### src/hdl/dq_pkg.sv
// dq_pkg: sizes and operation codes of the double-ended queue
// no dependencies; imported by double_ended_queue
`default_nettype none

package dq_pkg;

  // ring size and stored word width
  localparam int DEPTH     = 16;
  localparam int WORD_BITS = 32;

  // fixed port widths of the item fields
  localparam int OP_W    = 3;
  localparam int VALUE_W = 32;
  localparam int COUNT_W = 5;

  // derived widths
  localparam int IDX_W   = (DEPTH > 1) ? $clog2(DEPTH) : 1;
  localparam int CNT_W   = $clog2(DEPTH + 1);
  localparam int SUM_W   = IDX_W + 1;
  localparam int STORE_W = (WORD_BITS < VALUE_W) ? WORD_BITS : VALUE_W;

  // operation codes
  typedef enum logic [OP_W-1:0] {
    OP_ADD_FRONT  = 3'd0,
    OP_ADD_BACK   = 3'd1,
    OP_REM_FRONT  = 3'd2,
    OP_REM_BACK   = 3'd3,
    OP_PEEK_FRONT = 3'd4,
    OP_PEEK_BACK  = 3'd5
  } op_t;

  // status carried alongside the memory read
  typedef struct packed {
    logic             present;
    logic             refused;
    logic [CNT_W-1:0] count;
  } res_meta_t;

endpackage

`default_nettype wire

### src/hdl/double_ended_queue.sv
// double_ended_queue: bounded deque of words kept in a ring memory
// depends on dq_pkg for sizes, operation codes and the result status struct
//
// Usage:
//   Input channel (in_valid/in_ready) carries operation and item_value; the
//   output channel (out_valid/out_ready) returns one item per input item with
//   result_value, was_present, add_refused and entry_count.
//   Front index and count live in registers; the words live in a synchronous
//   memory of DEPTH entries with a registered read. An item updates the
//   pointers and issues at most one read or write in the cycle it is
//   accepted; the read word is registered in rd_data and then moves to the
//   output register. Throughput is one item per cycle while the receiver
//   does not stall: pointer updates are done in the accept cycle, so the
//   next item sees them at once, and a read of an entry written by the
//   previous item finds the new word in the memory.
//   When the receiver stalls, the output register holds, the read stage holds
//   its word, and in_ready drops once both are full.
//   Reset (rst, synchronous) empties the queue and clears both stages; the
//   memory contents are not cleared and are never read before being written.
`default_nettype none

module double_ended_queue (
  input  wire logic                        clk,
  input  wire logic                        rst,
  input  wire logic                        in_valid,
  output logic                             in_ready,
  input  wire logic [dq_pkg::OP_W-1:0]     operation,
  input  wire logic [dq_pkg::VALUE_W-1:0]  item_value,
  output logic                             out_valid,
  input  wire logic                        out_ready,
  output logic [dq_pkg::VALUE_W-1:0]       result_value,
  output logic                             was_present,
  output logic                             add_refused,
  output logic [dq_pkg::COUNT_W-1:0]       entry_count
);
  import dq_pkg::*;

  // ring position wrap for sums below twice the depth
  function automatic logic [IDX_W-1:0] wrap_pos(input logic [SUM_W-1:0] s);
    logic [SUM_W-1:0] r;
    r = (s >= SUM_W'(DEPTH)) ? (s - SUM_W'(DEPTH)) : s;
    return r[IDX_W-1:0];
  endfunction

  // pointer state
  logic [IDX_W-1:0] front;
  logic [IDX_W-1:0] front_next;
  logic [CNT_W-1:0] count;
  logic [CNT_W-1:0] count_next;

  // word memory
  logic [STORE_W-1:0] entry_store [DEPTH];
  logic [STORE_W-1:0] rd_data;
  logic               rd_en;
  logic               wr_en;
  logic [IDX_W-1:0]   mem_addr;

  // read stage and output register
  logic               s1_valid;
  res_meta_t          s1_meta;
  res_meta_t          meta_next;
  logic [STORE_W-1:0] out_word;
  res_meta_t          out_meta;

  logic             accept;
  logic             advance;
  logic             full;
  logic             empty;
  logic [IDX_W-1:0] pos_prev;
  logic [IDX_W-1:0] pos_succ;
  logic [IDX_W-1:0] pos_tail;
  logic [IDX_W-1:0] pos_last;
  logic [SUM_W-1:0] tail_sum;

  // handshake
  assign advance  = !out_valid || out_ready;
  assign in_ready = !s1_valid || advance;
  assign accept   = in_valid && in_ready;

  // ring positions around the front and back
  assign full     = (count == CNT_W'(DEPTH));
  assign empty    = (count == '0);
  assign pos_prev = (front == '0) ? IDX_W'(DEPTH - 1) : (front - 1'b1);
  assign pos_succ = (front == IDX_W'(DEPTH - 1)) ? '0 : (front + 1'b1);
  assign tail_sum = SUM_W'(front) + SUM_W'(count);
  assign pos_tail = wrap_pos(tail_sum);
  assign pos_last = wrap_pos(tail_sum - 1'b1);

  // decode the operation into pointer updates and at most one memory access
  always_comb begin
    front_next        = front;
    count_next        = count;
    rd_en             = 1'b0;
    wr_en             = 1'b0;
    mem_addr          = front;
    meta_next.present = 1'b0;
    meta_next.refused = 1'b0;
    unique case (operation)
      OP_ADD_FRONT: begin
        if (full) begin
          meta_next.refused = 1'b1;
        end else begin
          front_next = pos_prev;
          count_next = count + 1'b1;
          mem_addr   = pos_prev;
          wr_en      = 1'b1;
        end
      end
      OP_ADD_BACK: begin
        if (full) begin
          meta_next.refused = 1'b1;
        end else begin
          count_next = count + 1'b1;
          mem_addr   = pos_tail;
          wr_en      = 1'b1;
        end
      end
      OP_REM_FRONT, OP_PEEK_FRONT: begin
        if (!empty) begin
          rd_en             = 1'b1;
          meta_next.present = 1'b1;
          if (operation == OP_REM_FRONT) begin
            front_next = pos_succ;
            count_next = count - 1'b1;
          end
        end
      end
      OP_REM_BACK, OP_PEEK_BACK: begin
        if (!empty) begin
          rd_en             = 1'b1;
          mem_addr          = pos_last;
          meta_next.present = 1'b1;
          if (operation == OP_REM_BACK) begin
            count_next = count - 1'b1;
          end
        end
      end
      default: begin
      end
    endcase
    meta_next.count = count_next;
  end

  // pointer registers
  always_ff @(posedge clk) begin
    if (rst) begin
      front <= '0;
      count <= '0;
    end else if (accept) begin
      front <= front_next;
      count <= count_next;
    end
  end

  // ring memory, at most one access per accepted item
  always_ff @(posedge clk) begin
    if (accept && wr_en) begin
      entry_store[mem_addr] <= item_value[STORE_W-1:0];
    end
    if (accept && rd_en) begin
      rd_data <= entry_store[mem_addr];
    end
  end

  // read stage control
  always_ff @(posedge clk) begin
    if (rst) begin
      s1_valid <= 1'b0;
    end else if (accept) begin
      s1_valid <= 1'b1;
    end else if (advance) begin
      s1_valid <= 1'b0;
    end
  end

  always_ff @(posedge clk) begin
    if (accept) begin
      s1_meta <= meta_next;
    end
  end

  // output register
  always_ff @(posedge clk) begin
    if (rst) begin
      out_valid <= 1'b0;
    end else if (advance) begin
      out_valid <= s1_valid;
    end
  end

  always_ff @(posedge clk) begin
    if (advance && s1_valid) begin
      out_meta <= s1_meta;
      out_word <= s1_meta.present ? rd_data : '0;
    end
  end

  // result fields
  assign result_value = VALUE_W'(out_word);
  assign was_present  = out_meta.present;
  assign add_refused  = out_meta.refused;
  assign entry_count  = COUNT_W'(out_meta.count);

endmodule

`default_nettype wire

### config.mk
export PLATFORM = sky130hd
export DESIGN_NAME = double_ended_queue
export DESIGN_NICKNAME = d
export VERILOG_FILES = /design/src/hdl/dq_pkg.sv /design/src/hdl/double_ended_queue.sv
export SDC_FILE = /design/constraint.sdc
export NUM_CORES = 1
export LEC_CHECK = 0
export ABC_CLOCK_PERIOD_IN_PS = 7400
export CORE_ASPECT_RATIO = 0.8
export CORE_UTILIZATION = 43
export CTS_CLUSTER_DIAMETER = 150
export DETAILED_ROUTE_END_ITERATION = 16
export DONT_BUFFER_PORTS = 1
export GPL_ROUTABILITY_DRIVEN = 0
export PLACE_DENSITY_LB_ADDON = 0.12
export SLEW_MARGIN = 20
export SYNTH_ARGS = -nofsm -noshare
export SYNTH_HDL_FRONTEND = slang
export SYNTH_SLANG_ARGS = --single-unit
### constraint.sdc
create_clock -name clk -period 7.4 [get_ports clk]
set_input_delay 0.74 -clock clk [delete_from_list [all_inputs] [get_ports clk]]
set_output_delay 0.74 -clock clk [all_outputs]
set_load 0.005 [all_outputs]
# Word level (Yosys, flattened, before mapping)
# Memory sizes are Yosys's and may differ from the RTL's. A register that Yosys moved wholly into a read port is not among the register bits.
# Cells that the tools add are included.
# totals
mem_bits_ro,0
mem_count,1
reg_bits,57
latch_bits,0
wordCells,75
ramBits,512
input_bits,39
out_inout_bits,41
# op_classes
addsub,8
n_div,0
n_eq_ne,9
reduce_logical,18
n_lt_le_gt_ge,2
shift,0
n_mul,0
bitwise_logic,0
mux,26
# mem_list
memory,depth,width,rd,rd_ports_with_merged_regs,wr,line_no,text
entry_store,16,32,1,1,1,double_ended_queue.sv:52,logic [STORE_W-1:0] entry_store [DEPTH];
# op_table
operator,count
2-to-1 mux 4 bit,9
2-to-1 mux 5 bit,5
case mux 5 bit (3 select lines),1
case mux 4 bit (3 select lines),1
"subtractor 4 x 1 -> 4 bit, second input constant",3
"greater-or-equal comparator 5 bit, second input constant",2
"subtractor 5 x 1 -> 5 bit, second input constant",2
2-to-1 mux 1 bit,9
case mux 4 bit (2 select lines),1
"equality test 3 x 2 -> 1 bit, second input constant",2
"equality test 3 bit, second input constant",2
OR reduction 2 bit,3
adder 4 x 5 -> 5 bit,1
"adder 5 x 1 -> 5 bit, second input constant",1
"equality test 5 bit, second input constant",1
zero test 5 bit,1
"adder 4 x 1 -> 4 bit, second input constant",1
"equality test 4 bit, second input constant",1
logical AND 1 bit,4
zero test 4 bit,1
"inequality test 2 bit, second input constant",2
AND reduction 4 bit,1
nonzero test 2 bit,2
OR reduction 4 bit,1
4 further kinds,6

# Depth between registers and ports, before layout
# Gate-level depths: netlist of the first run.
# depth
word_depth,7
depth_mapped,15

# Worst setup path after synthesis of the first run
# No wires, ideal clock.
# synth_timing
kind,register -> register
startpoint,register count[0]
endpoint,"memory entry_store[14][0] (netlist bit), enable pin"
period_less_slack_ns,6.300
path_slack_ns,1.100
path_stages_with_launch,13
t_arrival_ns,5.799
n_path_buf,3
required_time_ns,6.899
cell_sequence,dfxtp_1 -> ha_1 -> fa_1 -> or3_1 -> o2bb2ai_1 -> o32ai_2 -> nand3_1 -> a32oi_1 -> or2_1 -> buf_4 -> buf_6 -> buf_4 -> nor4_1
# synth_between
elab_chain_len,6
# synth_lines
element,line_no,text
start: declaration,double_ended_queue.sv:48,logic [CNT_W-1:0] count;
start signal: assignment,double_ended_queue.sv:151,count <= count_next;
adder 4 x 5 -> 5 bit / equality test 5 bit (equally long branches),"double_ended_queue.sv:85, double_ended_queue.sv:81",
subtractor 5 x 1 -> 5 bit / 2-to-1 mux 1 bit (equally long branches),"double_ended_queue.sv:87, double_ended_queue.sv:100, double_ended_queue.sv:110",
subtractor 4 x 1 -> 4 bit (tied with other cells),double_ended_queue.sv:41,r = (s >= SUM_W'(DEPTH)) ? (s - SUM_W'(DEPTH)) : s;
2-to-1 mux 4 bit / logical AND 1 bit (equally long branches),"double_ended_queue.sv:41, double_ended_queue.sv:157",
2-to-1 mux 4 bit / 2-to-1 mux 1 bit (equally long branches),"double_ended_queue.sv:129, double_ended_queue.sv:157",
case mux 4 bit (3 select lines) / 2-to-1 mux 1 bit (equally long branches),"double_ended_queue.sv:98, double_ended_queue.sv:158",
end: declaration,double_ended_queue.sv:52,
# Several ways; a longest one is shown, not always the timed one.

# Worst setup path in the final report of the first run
# layout_timing
startpoint,register front[0]
endpoint,"memory entry_store[15][26] (netlist bit), enable pin"
# layout_between
elab_chain_len,6
# layout_lines
element,line_no,text
start: declaration,double_ended_queue.sv:46,logic [IDX_W-1:0] front;
start signal: assignment,double_ended_queue.sv:150,front <= front_next;
adder 4 x 5 -> 5 bit,double_ended_queue.sv:85,assign tail_sum = SUM_W'(front) + SUM_W'(count);
subtractor 5 x 1 -> 5 bit,double_ended_queue.sv:87,assign pos_last = wrap_pos(tail_sum - 1'b1);
subtractor 4 x 1 -> 4 bit / greater-or-equal comparator 5 bit (equally long branches),double_ended_queue.sv:41,
2-to-1 mux 4 bit,double_ended_queue.sv:41,
2-to-1 mux 4 bit,double_ended_queue.sv:129,if (!empty) begin
case mux 4 bit (3 select lines) (*),double_ended_queue.sv:98,unique case (operation)
# Mark *: on every way between the ends. The rest lies on a longest branch, timed or not.

==> metrics.cfg, run 1 <==
[status]
status=finished, final reports clean

[sta]
min_period_over_period_pct=72.0
grt_setup_unrepaired=false
drv_slew=0
relSlewSlack_pct=29.6
fin_skew_ns=0.00866
hold_viol=0
clock.fmax_ghz=0.188
final.setup.tns_ns=0
holdWs_ns=0.185
tightest_slew_ns=1.06
setup_violations=0
min_period_ns=5.33

[setup_path]
crit_fanout=68
crit_arrival_ns=5.59
critPathKind=register to register
cp-start-kind=register
required_ns=7.66
slowest_delay_ns=0.77
critical_path.endpoint_type=register
cp_num_buf_inv=3
slowest_stage=buf_4
path_common_cell=buf_4
crit_family=buffers and inverters
worstPathCellList=ha_1 -> fa_1 -> nor2_1 -> o221ai_1 -> o32ai_2 -> and3_1 -> a311oi_4 -> buf_4 -> nor2_4 -> buf_4 -> nand2_1 -> nor2_4 -> buf_4

[worst_hold_path]
hp-class=input port to register

[layout]
area_growth_pct=10.9
nets=1570
final_common_cell=edfxtp_1
layout_common_cells=edfxtp_1 (590), nand2_1 (148), mux2i_1 (97)
fill_cells=4726
postLayoutCellArea_sq_mm=0.0270
final_core_util_pct=48.5
final_cells=2321
drive_above_1_share_pct=10.6

[routing]
vias=13300
post_drt_wl_per_cell_um=25.2
routed_wl_um=58600
drt-pass1-iter-count=5
drc=0
drtIter0Drc=1055
via_per_inst=5.74
antenna_left=0

[clocking]
cts_sinks=601
htreeDepth=2
postCtsHoldBufs=0
numCtsBuffers=60
cts_resized=0
post_cts_buffers=0
root_buffer=clkbuf_16
cts.path.max_buffers=3
clkTransAtPathRegs_ns=0.06
clk_latency_ns=0.62
cts_tree=done

[power_and_ir_drop]
p_int_mw=5.87
ir_drop_v=0.000183
clkPwrFrac_pct=38.8
swShare_pct=24.6
p_switching_mw=1.91
leakagePower_nw=8.72
combPwrFrac_pct=11.6
pwr-share-seq_pct=49.6
powerDensity_mw_per_mm2=289

[logic_synthesis]
synthArstFlopShare_pct=0
synth_area_per_cell_sq_um=15.8
ys_ff_latch=601
synthesis.area_sq_mm=0.0243
synthFlopType=edfxtp_1
ys_seq_area_share_pct=73.8
yosys_warnings=0
synth_edf_count=590
syn_inst=1542
ys_types=73
synth_fp_nets=1592

[floorplan]
start_util_pct=43.7
fp.dieH_um=215
pin_count=80
rows=77
die-area_sq_mm=0.0575
die_x_um=268
design.core.area_sq_mm=0.0556

[global_routing]
globalRouteOverflowTotal=0
grt_max_degree=163
grt_pass1_vias=13100
track_usage_pct=20.6
grt_pass1_wl_um=88200
antenna_found_initial=1

[place]
port-buffer-count=0
dp.cells=2207
hpwl_um=31800
placed_area_sq_mm=0.0250

[run]
cap_violations=0

## cell type report
class	instances	area (sq um)	area share, %
Tap cell	750	938	3.48
Clock inverter	36	334	1.24
Sequential cell	601	17900	66.5
Multi-Input combinational cell	812	5810	21.5
Antenna cell	1	2.50	0.00928
Clock buffer	76	1600	5.95
Inverter	13	48.8	0.181
Timing Repair Buffer	32	285	1.06
## routing by layer
metal / routed length, um / up-vias / global-route usage, % / part of all wire [%]
met1: 28600 / 6869 / 31.8 / 49
met3: 2590 / 72 / 3.05 / 4.4
met5: 0 / - / 0 / 0
met2: 26300 / 305 / 30.5 / 45
met4: 1100 / 0 / 5.28 / 1.9
li1: - / 6077 / - / -
## cell families (layout without fill, tap and decap cells)
logic type | count (synthesis) | in the layout | synth area share [%]
buffers and inverters | 129 | 157 | 2.78
muxes | 98 | 98 | 4.04
adders and majority gates | 12 | 12 | 0.638
AOI/OAI and AO/OA | 330 | 330 | 11.0
xor gates and xnor gates | 6 | 6 | 0.304
other | 0 | 1 | 0
DFF | 601 | 601 | 73.8
and+or+nand+nor | 366 | 366 | 7.43
## synth_stat cells (all sizes together), types with 7 or more instances
library cell  instances  share of area [%]
a211oi                8               0.29
o311ai               33                1.2
o21bai               33                1.0
a31oi                37               0.95
nor2                 95                1.6
nand2               149                2.3
and3                 12               0.31
a32oi                66                2.4
o211a                32                1.3
edfxtp              590                 73
dfxtp                11               0.91
nor3                 10               0.21
o21ai                10               0.21
nor2b                 7               0.18
and2                 37               0.95
buf                  77                2.0
a21oi                23               0.50
o211ai               68                2.3
ha                   10               0.51
clkbuf               39               0.61
and4                 32                1.2
mux2i                97                4.0
inv                  12               0.19
## worst paths after layout
check / depth (start not counted) / startpoint / slack (ns) / to
worst min-delay path: 1 / rst / 0.19 / count[2]
worst max register to register: 13 / front[0] / 2.07 / entry_store[15][26]
worst min register to register: 0 / s1_meta[2] / 0.42 / entry_count[2]
worst max-delay path: 13 / front[0] / 2.07 / entry_store[15][26]
## registers in the layout, indices dropped and copies added (netlist names)
name,count
entry_store,512
s1_valid,1
add_refused,1
result_value,32
s1_meta,7
entry_count,5
out_valid,1
rd_data,32
was_present,1
count,5
front,4
## per-stage QoR
| stage | power, mW | setup WS (ns) |
|---|---|---|
| 2_1_floorplan | 4.60 | 1.10 |
| 3_3_place_gp | 4.84 | 2.11 |
| 3_5_place_dp | 4.84 | 2.04 |
| 4_1_cts | 7.86 | 2.01 |
| 5_1_grt | 8.06 | 1.71 |
| 6_report | 7.78 | 2.07 |
## power groups by stage
stage,clock network [mW],logic [mW],registers [mW]
4_1_cts,3.09,0.910,3.86
3_3_place_gp,0,0.906,3.93
5_1_grt,3.21,0.989,3.86
6_report,3.02,0.906,3.86
3_5_place_dp,0,0.908,3.93
2_1_floorplan,0,0.685,3.92
No activity file was read; power rests on OpenSTA's default activity.
==> run 2, diff against run 1 <==
- ABC_CLOCK_PERIOD_IN_PS: 7400 -> 4300
- clock period: 7.4 -> 4.3 ns (I/O delays scaled with it)
==> run 2 against run 1 <==
Non-clock buffer count is 79 higher; cell count is 3.3% higher; combinational power is 95% higher; hold slack worse by 0.11 ns; clock skew is 0.021 ns higher; register-to-register slack worse by 1.8 ns; power is 78% higher; die area stayed put; critical path depth is 1 lower; sequential share of layout area is 2.6 points lower; clock-buffer cell count is 8 lower.
==> metrics.cfg, run 2 (same netlist as run 1, synthesis figures left out) <==
[status]
status=finished, final reports clean  ; unchanged

[layout]
final_core_util_pct=50.5  ; was 48.5%
largest_reg_flops=512  ; unchanged
nets=1648  ; was 1570
area_growth_pct=15.4  ; was 10.9%
final_common_cell=edfxtp_1  ; unchanged
layout_common_cells=edfxtp_1 (590), nand2_1 (148), mux2i_1 (97)  ; unchanged
postLayoutCellArea_sq_mm=0.0281  ; was 0.0270 sq mm
final_cells=2398  ; was 2321
regMostFlops=entry_store  ; unchanged
fill_cells=4628  ; was 4726
drive_above_1_share_pct=13.3  ; was 10.6%

[routing]
maxUsedRoutingLayer=met5  ; was met4
via_per_inst=5.73  ; was 5.74
wl_met3_um=3030  ; was 2590 um
drc=0  ; unchanged
wl_met2_um=27300  ; was 26300 um
vias=13800  ; was 13300
wl_met1_um=29100  ; was 28600 um
routed_wl_um=60400  ; was 58600 um
drt-pass1-iter-count=5  ; unchanged
antenna_left=0  ; unchanged
drtIter0Drc=1087  ; was 1055
post_drt_wl_per_cell_um=25.2  ; about the same

[floorplan]
start_util_pct=43.7  ; unchanged
pin_count=80  ; unchanged
design.core.area_sq_mm=0.0556  ; unchanged
fp.dieH_um=215  ; unchanged
rows=77  ; unchanged
die_x_um=268  ; unchanged
die-area_sq_mm=0.0575  ; unchanged

[global_routing]
grt_max_degree=71  ; was 163
grt_pass1_vias=13700  ; was 13100
grt_pass1_wl_um=90100  ; was 88200 um
globalRouteOverflowTotal=0  ; unchanged
track_usage_pct=21.2  ; was 20.6%
antenna_found_initial=3  ; was 1

[clocking]
htreeDepth=2  ; unchanged
cts_tree=done  ; unchanged
cts.path.max_buffers=3  ; unchanged
numCtsBuffers=59  ; was 60
clkTransAtPathRegs_ns=0.06  ; about the same
clk_latency_ns=0.64  ; was 0.62 ns
cts_sinks=601  ; unchanged
root_buffer=clkbuf_16  ; unchanged

[run]
cap_violations=0  ; unchanged

[sta]
fin_skew_ns=0.0297  ; was 0.00866 ns
min_period_over_period_pct=94.9  ; was 72.0%
holdWs_ns=0.0706  ; was 0.185 ns
clock.fmax_ghz=0.245  ; was 0.188 GHz
final.setup.tns_ns=0  ; unchanged
setup_violations=0  ; unchanged
drv_slew=0  ; unchanged
tightest_slew_ns=0.852  ; was 1.06 ns
min_period_ns=4.08  ; was 5.33 ns
grt_setup_unrepaired=false  ; unchanged
relSlewSlack_pct=43.1  ; was 29.6%
setup_slack_ns=0.220  ; was 2.07 ns
hold_viol=0  ; unchanged

[place]
port-buffer-count=0  ; unchanged
placed_area_sq_mm=0.0256  ; was 0.0250 sq mm
hpwl_um=34200  ; was 31800 um
dp.cells=2251  ; was 2207
pre_cts_ws_ns=0.257  ; was 2.04 ns

[power_and_ir_drop]
p_total_mw=13.8  ; was 7.78 mW
leakagePower_nw=9.24  ; was 8.72 nW
ir_drop_v=0.000308  ; was 0.000183 V
powerDensity_mw_per_mm2=493  ; was 289 mW/mm^2

[setup_path]
crit_arrival_ns=4.58  ; was 5.59 ns
cp-start-kind=register  ; unchanged
slowest_stage=o311ai_0  ; was buf_4
critical_path.endpoint_type=register  ; unchanged
crit_fanout=48  ; was 68
critPathKind=register to register  ; unchanged
slowest_delay_ns=0.56  ; was 0.77 ns
required_ns=4.80  ; was 7.66 ns
worstPathCellList=ha_1 -> fa_1 -> or3_1 -> o2bb2ai_1 -> o32ai_2 -> and3_1 -> a311oi_4 -> or2_4 -> buf_12 -> nor2_1 -> o311ai_0 -> and4_1  ; was ha_1 -> fa_1 -> nor2_1 -> o221ai_1 -> o32ai_2 -> and3_1 -> a311oi_4 -> buf_4 -> nor2_4 -> buf_4 -> nand2_1 -> nor2_4 -> buf_4

[worst_hold_path]
hp-class=input port to register  ; unchanged

==> run 2: cell count changes in the layout (fill, tap and decap cells not counted), sizes merged <==
cell | before | now
clkbuf | 76 | 68
inv | 15 | 13
clkinv | 27 | 29
bufinv | 6 | 11
diode | 1 | 2
buf | 32 | 75
dlygate4sd3 | 0 | 36
==> run 2: where the power goes <==
part	total, mW	switching (mW)	internal (mW)
sequential	6.64	0.0509	6.59
combinational	1.77	1.14	0.625
clock	5.44	2.22	3.22
total	13.8	3.41	10.4
==> run 2: metal layers <==
metal,vias up,global-route usage [%]
met5,-,0
li1,6233,-
met1,7092,31.9
met2,351,32.3
met3,73,3.16
met4,2,4.76
==> run 2: layout make-up <==
cell class	count	area, sq um	area share (%)
clock buffers	68	1530	5.46
clock inverters	41	515	1.84
repair buffers	111	1250	4.45
inverters	13	48.8	0.174
multi-input cells	812	5840	20.8
diodes	2	5.00	0.0178
well taps	750	938	3.34
flip-flops and latches	601	17900	63.9
==> run 2: path summary, 6_finish.rpt <==
path	cells past startpoint	start	to	slack, ns
max reg2reg	12	count[0]	rd_data[3]	0.22
min reg2reg	0	s1_meta[3]	entry_count[3]	0.42
min	3	out_ready	out_valid	0.07
max	12	count[0]	rd_data[3]	0.22
==> run 2: worst max-delay path, delay by kind of cell (launching register included) <==
kind | cells | cell delay [ns]
buffers and inverters | 1 | 0.26
AO/OA/AOI/OAI | 4 | 1.22
AND/OR/NAND/NOR | 5 | 1.26
flip-flops | 1 | 0.40
adder cells (fa/ha/maj) | 2 | 0.79
==> run 2: what timing repair did <==
| item | in CTS | in global routing |
|---|---|---|
| setup endpoints to repair | 0 | 3 |
| gates resized for setup | 0 | 3 |
| hold buffers | 36 | 0 |
| buffers inserted | 0 | 0 |
| hold endpoints to repair | 524 | 0 |
